## config.mk

```make
export PLATFORM = sky130hd
export DESIGN_NAME = fpfc_div
export DESIGN_NICKNAME = d
export VERILOG_FILES = /design/src/fpfc_pkg.sv /design/src/fpfc_div.sv
export SDC_FILE = /design/constraint.sdc
export NUM_CORES = 1
export LEC_CHECK = 0
export BUFFER_PORTS_ARGS = -buffer_cell sky130_fd_sc_hd__clkbuf_2
export CAP_MARGIN = 20
export CORE_MARGIN = 2
export CORE_UTILIZATION = 50
export DETAILED_ROUTE_END_ITERATION = 8
export MAX_ROUTING_LAYER = met4
export PLACE_DENSITY = 0.72
export SLEW_MARGIN = 20
export SYNTH_ARGS = -nofsm -noshare
export SYNTH_HDL_FRONTEND = slang
export SYNTH_SLANG_ARGS = --single-unit
```

## constraint.sdc

```tcl
create_clock -name i_clk -period 2.85 [get_ports i_clk]
set_input_delay 0.285 -clock i_clk [delete_from_list [all_inputs] [get_ports i_clk]]
set_output_delay 0.285 -clock i_clk [all_outputs]
set_load 0.005 [all_outputs]
```

## src/fpfc_pkg.sv

```systemverilog
// Shared constants and types for the factorial prime factor counter.
package fpfc_pkg;

    localparam int N_BITS    = 20;
    localparam int DEPTH     = 1 << N_BITS;
    localparam int IN_W      = ((N_BITS + 7) / 8) * 8;
    localparam int TOTAL_W   = 24;
    localparam int OUT_W     = ((TOTAL_W + 7) / 8) * 8;
    localparam int CNT_W     = $clog2(N_BITS + 1);
    localparam logic [TOTAL_W-1:0] TOTAL_MAX = {TOTAL_W{1'b1}};
    localparam logic [N_BITS-1:0]  N_TOP     = {N_BITS{1'b1}};

    typedef struct packed {
        logic              start;
        logic [N_BITS-1:0] dividend;
        logic [N_BITS-1:0] divisor;
    } t_div_req;

    typedef struct packed {
        logic              done;
        logic [N_BITS-1:0] quot;
    } t_div_rsp;

    typedef enum logic [8:0] {
        S_CLR  = 9'b000000001,
        S_SRD  = 9'b000000010,
        S_SCHK = 9'b000000100,
        S_MARK = 9'b000001000,
        S_IDLE = 9'b000010000,
        S_PRD  = 9'b000100000,
        S_PCHK = 9'b001000000,
        S_DIV  = 9'b010000000,
        S_FIN  = 9'b100000000
    } t_state;

endpackage

```

## src/fpfc_div.sv

```systemverilog
// Restoring divider, one quotient bit per cycle.
module fpfc_div import fpfc_pkg::*; (
    input  logic     i_clk,
    input  logic     i_rst_n,
    input  t_div_req i_req,
    output t_div_rsp o_rsp
);
    logic              r_busy, n_busy;
    logic              r_done, n_done;
    logic [CNT_W-1:0]  r_cnt, n_cnt;
    logic [N_BITS:0]   r_rem, n_rem;
    logic [N_BITS-1:0] r_q, n_q;
    logic [N_BITS-1:0] r_dvs, n_dvs;
    logic [N_BITS:0]   w_sh;

    always_comb begin
        n_busy = r_busy;
        n_done = 1'b0;
        n_cnt  = r_cnt;
        n_rem  = r_rem;
        n_q    = r_q;
        n_dvs  = r_dvs;
        w_sh   = {r_rem[N_BITS-1:0], r_q[N_BITS-1]};
        if (i_req.start) begin
            n_busy = 1'b1;
            n_cnt  = CNT_W'(N_BITS);
            n_rem  = '0;
            n_q    = i_req.dividend;
            n_dvs  = i_req.divisor;
        end else if (r_busy) begin
            if (w_sh >= {1'b0, r_dvs}) begin
                n_rem = w_sh - {1'b0, r_dvs};
                n_q   = {r_q[N_BITS-2:0], 1'b1};
            end else begin
                n_rem = w_sh;
                n_q   = {r_q[N_BITS-2:0], 1'b0};
            end
            n_cnt = r_cnt - 1'b1;
            if (r_cnt == CNT_W'(1)) begin
                n_busy = 1'b0;
                n_done = 1'b1;
            end
        end
    end

    always_ff @(posedge i_clk) begin
        if (!i_rst_n) begin
            r_busy <= 1'b0;
            r_done <= 1'b0;
            r_cnt  <= '0;
        end else begin
            r_busy <= n_busy;
            r_done <= n_done;
            r_cnt  <= n_cnt;
        end
        r_rem <= n_rem;
        r_q   <= n_q;
        r_dvs <= n_dvs;
    end

    assign o_rsp.done = r_done;
    assign o_rsp.quot = r_q;
endmodule
```

======== After elaboration in Yosys (flattened, before gate mapping) ========
Index checks and enable logic that the tools add are counted.
storage, ports and cells
  bits of input ports ..................... 43
  logic and storage cells ................. 26
  bits in registers ....................... 67
  output and inout port bits .............. 21
operators by class
  reduce and logical (&&, ||, !) cells .... 3
  add/subtract/negate cells ............... 2
  mux-type cells .......................... 10
  bitwise logic cells ..................... 2
  $lt $le $gt $ge ......................... 1
  eq/ne operators ......................... 1
operators by type and width
  cell                 number
  $mux 20              3
  $ge 21x20->1         1
  $sub 20x20->20       1
  $mux 5               2
  $eq 5x1->1 const B   1
  $mux 1               5
  $sub 5x1->5 const B  1
  $reduce_or 3->1      1
  $not 1->1            2
  $reduce_bool 2->1    1
  $reduce_or 2->1      1

======== Depth between registers and ports, before layout ========
Gate-level depths: netlist of the first run.
  depth in word-level cells ............... 4
  gate-level depth with buffers ........... 12
  mapped depth without buffers ............ 10

======== Worst setup path after synthesis of the first run ========
Ideal clock, no wire load.
  kind .................................... reg-to-reg
  start ................................... reg r_dvs[14]
  end ..................................... reg r_q[0] (data pin)
  setup time .............................. 260 ps
  clock period less this slack ............ 2279 ps
  path buffers ............................ 3
  required time ........................... 2590 ps
  path slack .............................. 571 ps
  cell stages (with the launch flop) ...... 12
  data arrival time ....................... 2019 ps
  cell sequence ........................... edfxtp_1 -> inv_1 -> ha_1 -> buf_6 -> a21oi_4 -> o21a_1 -> o21ai_1 -> a211o_1 -> a31o_1 -> buf_6 -> buf_8 -> mux2_2
between the ends
  word-level cells in the longest chain between the ends .. 4
RTL lines
  what                      line            source
  start: declaration        fpfc_div.sv:13  logic [N_BITS-1:0] r_dvs, n_dvs;
  start signal: assignment  fpfc_div.sv:58  r_dvs <= n_dvs;
  $ge 21x20->1              fpfc_div.sv:31  if (w_sh >= {1'b0, r_dvs}) begin
  $mux 1                    fpfc_div.sv:31
  $mux 20                   fpfc_div.sv:30  end else if (r_busy) begin
  $mux 20                   fpfc_div.sv:24  if (i_req.start) begin
  named net n_q[0]          fpfc_div.sv:12  logic [N_BITS-1:0] r_q, n_q;
  end signal: assignment    fpfc_div.sv:57  r_q <= n_q;
  end: declaration          fpfc_div.sv:12
The timed path passes the listed nets, and every way through them passes these cells. The select of a mux whose other input is x is not followed.
A chain may end at the register's enable or synchronous reset.

======== Worst setup path after layout of the first run ========
  start ................................... reg r_q[19]
  end ..................................... reg r_rem[16]
between the ends
  word-level cells in the longest chain between the ends .. 2
  elaborated cells on any way between the ends .. 3
  those cells by class .................... 1 x add/sub; 1 x order compare; 1 x mux
RTL lines
  what                                            line                            source
  $sub 20x20->20 or $ge 21x20->1 (tied branches)  fpfc_div.sv:32, fpfc_div.sv:31
  $mux 20 *                                       fpfc_div.sv:31
  end signal: assignment                          fpfc_div.sv:56                  r_rem <= n_rem;
  end: declaration                                fpfc_div.sv:11                  logic [N_BITS:0] r_rem, n_rem;
Every way passes the cells marked *; elsewhere a longest branch is shown, timed or not.

==> flow_summary_export.csv, run 1 <==
group,metric,value,unit
timing,fin_crit_sh,89.4,%
routing,post_drt_wl_per_cell,14.1,um
synthesis,ys_seq_area_share,45.9,%
power_and_ir_drop,p_sw,692,uW
timing,worst_hold_slack,107,ps
place,post_dp_cell_area,4170,sq um
critical_path,r2r_cells,10,
floorplanning,coreArea,7290,sq um
grt,track_usage,20.1,%
timing,max-slew-margin-rel,48.8,%
synthesis,synth_edf_count,40,
timing,setup_viol,0,
routing,via_count,2961,
critical_path,arrival,2830,ps
synthesis,synth_cell_types,51,
clock_network,post-cts-setup-buffer-count,0,
power_and_ir_drop,clkPwrFrac,32.7,%
timing,fmax,0.393,GHz
routing,firstDrtPassIters,4,
routing,ant_nets,0,
timing,setup_ws,303,ps
grt,grt_pass1_vias,2797,
critical_path,cp.required,3140,ps
synthesis,netlist_area,3790,sq um
floorplanning,die-area,8290,sq um
timing,tns,0,ps
synthesis,yosysTopAreaCell,"edfxtp_1",
timing,finalClockSkew,10.1,ps
final_layout,insertedDiodeCount,0,
clock_network,h-tree-depth,3,
grt,grt_most_used_layer,"met2",
synthesis,synth_seq_cells,67,
synthesis,synth_area_leaders,"edfxtp_1 (32%), dfxtp_1 (14%), ha_1 (7.3%), mux2_2 (5.9%), nand3_1 (3.3%)",
clock_network,cts_made_buffers,9,
power_and_ir_drop,power.share.sequential,47.7,%
grt,grt.overflow.total,0,
grt,met3_usage,4.07,%
power_and_ir_drop,p_int,1.74,mW
clock_network,cts_resized,0,
synthesis,synth_ff_type,"edfxtp_1",
timing,rsz0062_at_grt,"false",
final_layout,layout.nets,506,
power_and_ir_drop,power.share.combinational,19.6,%
place,place_inst,528,
synthesis,synth_area_per_cell,10.1,sq um
routing,drtIter0Drc,167,
power_and_ir_drop,power.leakage,1.86,nW
floorplanning,die_width,91.1,um
critical_path,crit_path_end_kind,"register",
clock_network,root_buffer,"clkbuf_8",
routing,via_per_inst,5.44,
clock_network,cts_tree,"built",
final_layout,drive_gt1_share,24.9,%
timing,fin_crit,2550,ps
floorplanning,num_rows,31,
synthesis,netlist.area_leader.share,31.7,%
timing,worst-slew-pin-transition,768,ps
power_and_ir_drop,swShare,28.5,%
min_path,worstHoldPathCells,1,
min_path,hp-class,"in -> reg",
final_layout,final_util,59.9,%
synthesis,synth-async-reset-ratio,0,%
grt,met1_usage,25.8,%
synthesis,synthCells,377,
power_and_ir_drop,irDropWorstVdd,0.419,mV
clock_network,worst_skew_pair.late_latency,350,ps
routing,drt-total-wl,7660,um
place,portBuffers,63,
floorplanning,start_util,52.0,%
timing,hold_viol_final,0,
grt,antenna_found_initial,0,
final_layout,syn2layout_area_growth,15.2,%
critical_path,cp-start-kind,"register",
synthesis,synth_nets,443,
job,drv_cap,0,
grt,grt_max_degree,25,
routing,drc,0,
critical_path,crit_type,"reg -> reg",
floorplanning,die_h,91.1,um
final_layout,multiInputGateArea,1810,sq um
timing,final_max_slew_viol_count,0,
final_layout,ff_latch_area,1740,sq um
place,gp_congestion,0.935,
final_layout,postLayoutCellArea,4370,sq um
synthesis,yosysWarnings,0,
power_and_ir_drop,power_density,556,nW/um^2
place,place_ws,360,ps
floorplanning,io_pins,64,
power_and_ir_drop,design_power_total,2.43,mW
run_status,outcome,"completed",
clock_network,clk_path_buf_depth,2,
clock_network,path_clk_slew,80,ps
clock_network,clkSinkCount,67,
final_layout,fillers,641,
critical_path,cp_max_fo,4,
place,place.detailed.hpwl,5700,um
grt,grtUsageMet2,31.1,%
clock_network,hold_buffers,0,
final_layout,finalNonFillerCells,544,
grt,grt_pass1_wl,12800,um
synth_stat cells (6+ instances only):
library cell	n
xnor2_1	13
inv_1	31
nand3_1	25
a21oi_1	23
nor2_1	27
mux2_2	20
nand2_1	31
dfxtp_1	27
clkbuf_1	7
ha_1	22
edfxtp_1	40
o21ai_0	17
a311oi_1	7
o21a_1	6
power groups by stage:
stage	registers, mW	logic (mW)	clock network (mW)
6_report	1.16	0.477	0.794
3_3_place_gp	1.18	0.465	0
5_1_grt	1.17	0.534	0.855
3_5_place_dp	1.18	0.474	0
4_1_cts	1.16	0.477	0.813
2_1_floorplan	1.17	0.352	0
registers in the layout, indices dropped and copies added, names as in the netlist:
register and count:
r_dvs 20, r_q 20, r_rem 20, r_cnt 5, r_busy 1, r_done 1
worst max-delay path: stages, from the launching register on:
cell,delay [ps]
edfxtp_1,390
inv_1,60
ha_1,230
fa_1,410
nor2b_1,190
o21bai_1,110
a21oi_1,330
o21ai_1,170
mux2i_1,150
or3_1,340
o21ai_1,110
path summary, 6_finish.rpt:
| check | startpoint | endpoint | slack [ps] |
|---|---|---|---|
| worst max-delay path | r_q[19]$_DFFE_PP_ | r_rem[16]$_SDFFE_PP0P_ | 300 |
| worst min-delay path | i_req[5] | r_dvs[5]$_DFFE_PP_ | 110 |
| worst max register to register | r_q[19]$_DFFE_PP_ | r_rem[16]$_SDFFE_PP0P_ | 300 |
| worst min register to register | r_rem[19]$_SDFFE_PP0P_ | r_rem[19]$_SDFFE_PP0P_ | 480 |
cell type report:
| type | count | share of cell area [%] |
|---|---|---|
| sequential | 67 | 39.9 |
| timing repair buffer | 71 | 8.60 |
| multi-input combinational | 260 | 41.5 |
| clock buffer | 9 | 2.84 |
| inverter | 31 | 2.66 |
| clock inverter | 7 | 1.72 |
| tap | 99 | 2.84 |
cell families after synthesis:
| family | Yosys count | share of synthesized area [%] |
|---|---|---|
| AO/OA/AOI/OAI | 89 | 16.1 |
| AND/OR/NAND/NOR | 108 | 13.2 |
| buffers and inverters | 50 | 6.30 |
| adder cells (fa/ha/maj) | 23 | 7.79 |
| flip-flops | 67 | 45.9 |
| XOR/XNOR | 17 | 3.93 |
| multiplexers | 23 | 6.73 |
layer usage:
metal  part of all wire [%]  vias to the layer above
met5                      0                        -
li1                       -                     1493
met4                    1.6                        0
met3                    5.8                       13
met1                     47                     1363
met2                     46                       92
cell usage in the layout, fill, tap and decap left out, drive strengths merged, types with 2 or more instances in the layout:
cell      Yosys  routed
inv          31      33
nand4         3       3
buf          10       8
nand2b        4       4
xor2          4       4
nor4          2       2
nor2         27      27
a221o         3       3
dfxtp        27      27
o21ai        20      20
a211oi        3       3
a311oi        7       7
o311a         2       2
a21oi        25      25
and2          2       2
mux2         20      20
nor3          3       3
mux2i         3       3
a32oi         4       4
a21o          5       5
and3          2       2
ha           22      22
clkinvlp      0       2
nand2        31      31
o21a          6       6
xnor2        13      13
nor2b         3       3
clkbuf        9      72
edfxtp       40      40
o311ai        2       2
or3           4       4
o211ai        3       3
a21boi        3       3
nand3        25      25
clkinv        0       2
(Power assumes the default switching activity.)
==> run 2: changes to the inputs <==
--- a/config.mk
+++ b/config.mk
@@ -8,10 +8,11 @@
 export BUFFER_PORTS_ARGS = -buffer_cell sky130_fd_sc_hd__clkbuf_2
 export CAP_MARGIN = 20
 export CORE_MARGIN = 2
-export CORE_UTILIZATION = 50
+export CORE_UTILIZATION = 45
 export DETAILED_ROUTE_END_ITERATION = 8
 export MAX_ROUTING_LAYER = met4
-export PLACE_DENSITY = 0.72
+export PLACE_DENSITY = 0.66
+export SETUP_SLACK_MARGIN = 0.2
 export SLEW_MARGIN = 20
 export SYNTH_ARGS = -nofsm -noshare
 export SYNTH_HDL_FRONTEND = slang
==> constraint.sdc (replaced) <==
create_clock -name i_clk -period 2.85 [get_ports i_clk]
set_input_delay 0.285 -clock i_clk [delete_from_list [all_inputs] [get_ports i_clk]]
set_output_delay 0.285 -clock i_clk [all_outputs]
set_load 0.02 [all_outputs]
==> run 2 against run 1 <==
  * Cell area up 0.80%
  * Hold slack improved by 2.8 ps
  * Die area up 11%
  * Total power grew 3.0%
  * Sequential share of layout area down 0.32 points
  * Setup slack improved by 73 ps
  * Clock power increased by 3.9%
  * Sequential power about the same
  * First-iteration DRC count fell by 12%
  * Register-to-register slack better by 70 ps
  * Critical path depth did not move
  * Global-route usage fell by 0.74 points
  * Largest power group unchanged
==> flow_summary_export.csv, run 2 (synthesized netlist as in run 1, its figures left out) <==
group,metric,value,unit
clock_network,cts_tree,"built",
grt,grt_pass1_vias,2854,
power_and_ir_drop,power_density,568,nW/um^2
final_layout,ff_latch_area,1740,sq um
final_layout,multiInputGateArea,1810,sq um
grt,grt.overflow.total,0,
critical_path,crit_path_end_kind,"register",
grt,track_usage,19.3,%
power_and_ir_drop,clkPwrFrac,33.0,%
power_and_ir_drop,power.share.combinational,20.8,%
critical_path,worst_r2r_endpoint,"r_rem[14]$_SDFFE_PP0P_",
min_path,hp-start,"i_req[3]",
timing,hold_viol_final,0,
final_layout,layout.nets,508,
place,gp_congestion,0.906,
floorplanning,io_pins,64,
routing,drc,0,
power_and_ir_drop,p_int,1.75,mW
critical_path,cp_cell_sequence,"inv_1, ha_1, fa_1, nor2b_1, o21bai_1, a21oi_2, a21o_1, xor2_1, mux2i_1, a211oi_1",
routing,drtIter0Drc,147,
timing,finalClockSkew,12.0,ps
final_layout,drive_gt1_share,26.0,%
final_layout,syn2layout_area_growth,16.1,%
final_layout,insertedDiodeCount,0,
clock_network,cts_made_buffers,9,
min_path,min_to,"r_dvs[3]$_DFFE_PP_",
grt,grt_max_degree,26,
min_path,hp-class,"in -> reg",
routing,ant_nets,0,
floorplanning,die-area,9170,sq um
critical_path,r2r_cells,10,
critical_path,crit_type,"reg -> reg",
clock_network,path_clk_slew,90,ps
timing,setup_viol,0,
floorplanning,die_h,95.8,um
grt,antenna_found_initial,0,
final_layout,fillers,768,
floorplanning,die_width,95.8,um
timing,fin_crit_sh,86.8,%
critical_path,r2r_slack,380,ps
floorplanning,start_util,46.4,%
floorplanning,num_rows,33,
routing,post_drt_wl_per_cell,14.8,um
routing,firstDrtPassIters,4,
critical_path,cpLargestDelayFamily,"compound AO/OA/AOI/OAI gates",
final_layout,final_util,53.8,%
routing,drt-total-wl,8150,um
place,portBuffers,63,
critical_path,cp_max_fo,4,
critical_path,arrival,2720,ps
power_and_ir_drop,irDropWorstVdd,0.227,mV
timing,max-slew-margin-rel,50.2,%
power_and_ir_drop,p_sw,751,uW
timing,rsz0062_at_grt,"false",
min_path,worstHoldPathCells,1,
timing,tns,0,ps
power_and_ir_drop,swShare,30.0,%
power_and_ir_drop,power.share.sequential,46.2,%
timing,worst-slew-pin-transition,747,ps
clock_network,h-tree-depth,3,
critical_path,path_buf_inv,1,
final_layout,layout_common_cells,"clkbuf_2 (63), edfxtp_1 (40), inv_1 (31), nand2_1 (31)",
critical_path,r2r-start,"r_q[19]$_DFFE_PP_",
run_status,outcome,"completed",
timing,final_max_slew_viol_count,0,
clock_network,clk_path_buf_depth,2,
critical_path,cp-start-kind,"register",
critical_path,critPathMaxStageDelay,420,ps
clock_network,clkSinkCount,67,
critical_path,cp.required,3100,ps
job,drv_cap,0,
routing,via_per_inst,5.42,
clock_network,worst_skew_pair.late_latency,350,ps
critical_path,slowest_stage,"fa_1",
clock_network,root_buffer,"clkbuf_8",
final_layout,final_common_cell,"clkbuf_2",
grt,grt_pass1_wl,13200,um
final_layout,reg.largest.list,"r_dvs: 20 flops, r_q: 20 flops, r_rem: 20 flops",
place,place.detailed.hpwl,5940,um
power_and_ir_drop,power.leakage,1.88,nW
floorplanning,coreArea,8180,sq um
routing,via_count,2990,
timing,fin_crit,2470,ps
timing,fmax,0.404,GHz
-- run 2: worst max path at each step --
| stage | startpoint | end | slack (ps) | cells past startpoint |
|---|---|---|---|---|
| after CTS | r_q[19]$_DFFE_PP_ | r_rem[18]$_SDFFE_PP0P_ | 260 | 10 |
| after global placement | r_q[19]$_DFFE_PP_ | r_rem[18]$_SDFFE_PP0P_ | 350 | 10 |
| final | r_q[19]$_DFFE_PP_ | r_rem[14]$_SDFFE_PP0P_ | 380 | 10 |
| after global routing | r_q[19]$_DFFE_PP_ | r_rem[14]$_SDFFE_PP0P_ | 210 | 10 |
| after detailed placement | r_q[19]$_DFFE_PP_ | r_rem[18]$_SDFFE_PP0P_ | 330 | 10 |
| after floorplan | r_q[19]$_DFFE_PP_ | r_rem[16]$_SDFFE_PP0P_ | 530 | 10 |
-- run 2: layer usage --
metal  vias to the layer above  routed length [um]  track usage, %
met4                         0                 110            6.07
met3                         9                 373            3.99
li1                       1492                   -               -
met5                         -                   0               -
met2                        75                4130            33.3
met1                      1414                3540            22.7
-- run 2: power groups by stage --
| stage | combinational [mW] | sequential, mW | clock (mW) |
|---|---|---|---|
| 6_report | 0.520 | 1.16 | 0.825 |
| 5_1_grt | 0.577 | 1.17 | 0.878 |
| 4_1_cts | 0.520 | 1.16 | 0.848 |
| 3_5_place_dp | 0.516 | 1.18 | 0 |
| 3_3_place_gp | 0.508 | 1.18 | 0 |
| 2_1_floorplan | 0.352 | 1.20 | 0 |
-- run 2: timing repair --
item	4_1_cts	5_1_grt
endpoints found under the setup margin	0	7
setup buffers	0	0
gates resized for setup	0	3
hold buffers	0	0
-- run 2: cell type report --
class / instances / share of cell area [%]
clock buffers: 9 / 2.81
clock inverters: 7 / 1.82
multi-input cells: 260 / 41.2
well taps: 105 / 2.98
repair buffers: 73 / 8.95
flip-flops and latches: 67 / 39.6
inverters: 31 / 2.64
-- run 2: metrics by stage --
step	power (mW)	cell area [sq um]	instances	worst slack, ps	hold WS, ps
CTS	2.53	4390	552	263	93.3
floorplan	1.56	3790	377	533	384
finish	2.50	4400	552	376	110
global placement	1.68	4190	536	350	461
detailed placement	1.70	4190	536	326	464
global route	2.62	4400	552	213	88.5
==> run 3: changes to the inputs <==
--- a/config.mk
+++ b/config.mk
@@ -6,7 +6,6 @@
 export NUM_CORES = 1
 export LEC_CHECK = 0
 export BUFFER_PORTS_ARGS = -buffer_cell sky130_fd_sc_hd__clkbuf_2
-export CAP_MARGIN = 20
 export CORE_MARGIN = 2
 export CORE_UTILIZATION = 45
 export DETAILED_ROUTE_END_ITERATION = 8
==> constraint.sdc (replaced) <==
create_clock -name i_clk -period 3.1 [get_ports i_clk]
set_input_delay 0.31 -clock i_clk [delete_from_list [all_inputs] [get_ports i_clk]]
set_output_delay 0.31 -clock i_clk [all_outputs]
set_load 0.02 [all_outputs]
==> run 3 against run 2 <==
  * Die area stayed put
  * Sequential power is 9% lower
  * Total power is 6.3% lower
  * Register-to-register slack better by 120 ps
  * Clock skew is 0.99 ps higher
  * Non-clock buffer count is 2 lower
  * Fmax is 4.9% lower
  * Final cell count is 0.36% lower
  * Cell area is 0.20% lower
  * Largest cell class unchanged
  * Highest routed layer unchanged
==> flow_summary_export.csv, run 3 (synthesized netlist as in run 1, its figures left out) <==
group,metric,value,unit
clock_network,cts_tree,"built",
final_layout,layout.nets,506,
grt,track_usage,19.3,%
routing,via_count,2994,
final_layout,insertedDiodeCount,0,
timing,setup_viol,0,
grt,grt_pass1_vias,2902,
final_layout,reg.largest.list,"r_dvs: 20 flops, r_q: 20 flops, r_rem: 20 flops",
critical_path,cp.required,3320,ps
place,portBuffers,63,
power_and_ir_drop,irDropWorstVdd,0.266,mV
critical_path,crit_path_end_kind,"register",
timing,rsz0062_at_grt,"false",
clock_network,clkSinkCount,67,
floorplanning,die-area,9170,sq um
floorplanning,die_width,95.8,um
timing,hold_viol_final,0,
clock_network,h-tree-depth,3,
timing,fin_crit_sh,83.9,%
routing,drc,0,
floorplanning,die_h,95.8,um
grt,met3_usage,4.54,%
timing,tns,0,ps
timing,fin_crit,2600,ps
routing,via_per_inst,5.44,
clock_network,root_buffer,"clkbuf_8",
run_status,outcome,"completed",
routing,drtIter0Drc,175,
grt,met1_usage,23.2,%
clock_network,cts_resized,0,
floorplanning,num_rows,33,
final_layout,fillers,767,
floorplanning,io_pins,64,
timing,fmax,0.384,GHz
grt,grt_max_degree,31,
routing,post_drt_wl_per_cell,14.8,um
clock_network,worst_skew_pair.late_latency,350,ps
grt,antenna_found_initial,0,
power_and_ir_drop,power.leakage,1.87,nW
clock_network,clk_path_buf_depth,2,
routing,drt-total-wl,8130,um
grt,grt_pass1_wl,13200,um
final_layout,drive_gt1_share,24.9,%
clock_network,path_clk_slew,80,ps
floorplanning,coreArea,8180,sq um
place,place_inst,534,
job,drv_cap,0,
clock_network,post-cts-setup-buffer-count,0,
timing,max-slew-margin-rel,49.8,%
clock_network,hold_buffers,0,
critical_path,cp-start-kind,"register",
power_and_ir_drop,power_density,534,nW/um^2
floorplanning,start_util,46.4,%
grt,grt_most_used_layer,"met2",
critical_path,cp_max_fo,4,
timing,worst-slew-pin-transition,753,ps
timing,finalClockSkew,13.0,ps
place,place.detailed.hpwl,6060,um
clock_network,cts_made_buffers,9,
place,gp_congestion,0.970,
critical_path,crit_type,"reg -> reg",
routing,ant_nets,0,
critical_path,arrival,2820,ps
final_layout,final_common_cell,"clkbuf_2",
final_layout,syn2layout_area_growth,15.9,%
routing,firstDrtPassIters,4,
grt,grt.overflow.total,0,
timing,final_max_slew_viol_count,0,
final_layout,finalNonFillerCells,550,
final_layout,layout_common_cells,"clkbuf_2 (63), edfxtp_1 (40), inv_1 (31), nand2_1 (31)",
min_path,hp-class,"in -> reg",
grt,grtUsageMet2,32.2,%
-- run 3: final timing paths --
| check | from | to | slack (ps) | depth (start not counted) |
|---|---|---|---|---|
| hold reg to reg | r_rem[19]$_SDFFE_PP0P_ | r_rem[19]$_SDFFE_PP0P_ | 480 | 2 |
| setup reg to reg | r_q[19]$_DFFE_PP_ | r_rem[18]$_SDFFE_PP0P_ | 500 | 10 |
| setup / recovery | r_q[19]$_DFFE_PP_ | r_rem[18]$_SDFFE_PP0P_ | 500 | 10 |
| hold / removal | i_req[4] | r_dvs[4]$_DFFE_PP_ | 130 | 1 |
-- run 3: metrics by stage --
step           instance area, sq um  power, mW  worst slack (ps)  hold slack, ps  util, %
5_1_grt                        4390       2.46               242             116     53.7
3_5_place_dp                   4180       1.56               513             466     51.1
6_report                       4390       2.34               498             134     53.7
4_1_cts                        4390       2.36               481             125     53.7
2_1_floorplan                  3790       1.43               783             409        -
3_3_place_gp                   4180       1.55               552             463     51.1
-- run 3: cell type report --
cell class | count | area (sq um) | share of cell area, %
Multi-Input combinational cell | 260 | 1810 | 41.2
Inverter | 31 | 116 | 2.65
Tap cell | 105 | 131 | 2.99
Sequential cell | 67 | 1740 | 39.6
Clock inverter | 6 | 90.1 | 2.05
Timing Repair Buffer | 71 | 375 | 8.54
Clock buffer | 10 | 128 | 2.91
-- run 3: metal layers --
layer / vias up / share of wire (%)
li1: 1493 / -
met1: 1410 / 44
met2: 83 / 49
met3: 8 / 6.0
met4: 0 / 1.2
met5: - / 0
-- run 3: where the power goes --
part | internal (mW) | total [mW] | switching, mW
clock network | 0.456 | 0.806 | 0.350
logic | 0.200 | 0.474 | 0.274
registers | 1.02 | 1.06 | 0.0420
total | 1.68 | 2.34 | 0.666
-- run 3: worst max-delay path, stage by stage (launching register included) --
cell      delay [ps]
edfxtp_1         380
inv_1             60
ha_1             210
fa_1             400
nor2b_1          190
o21bai_1         120
a21oi_1          350
a21o_1           270
nor2_1            70
a311oi_1         280
o21ai_0          140
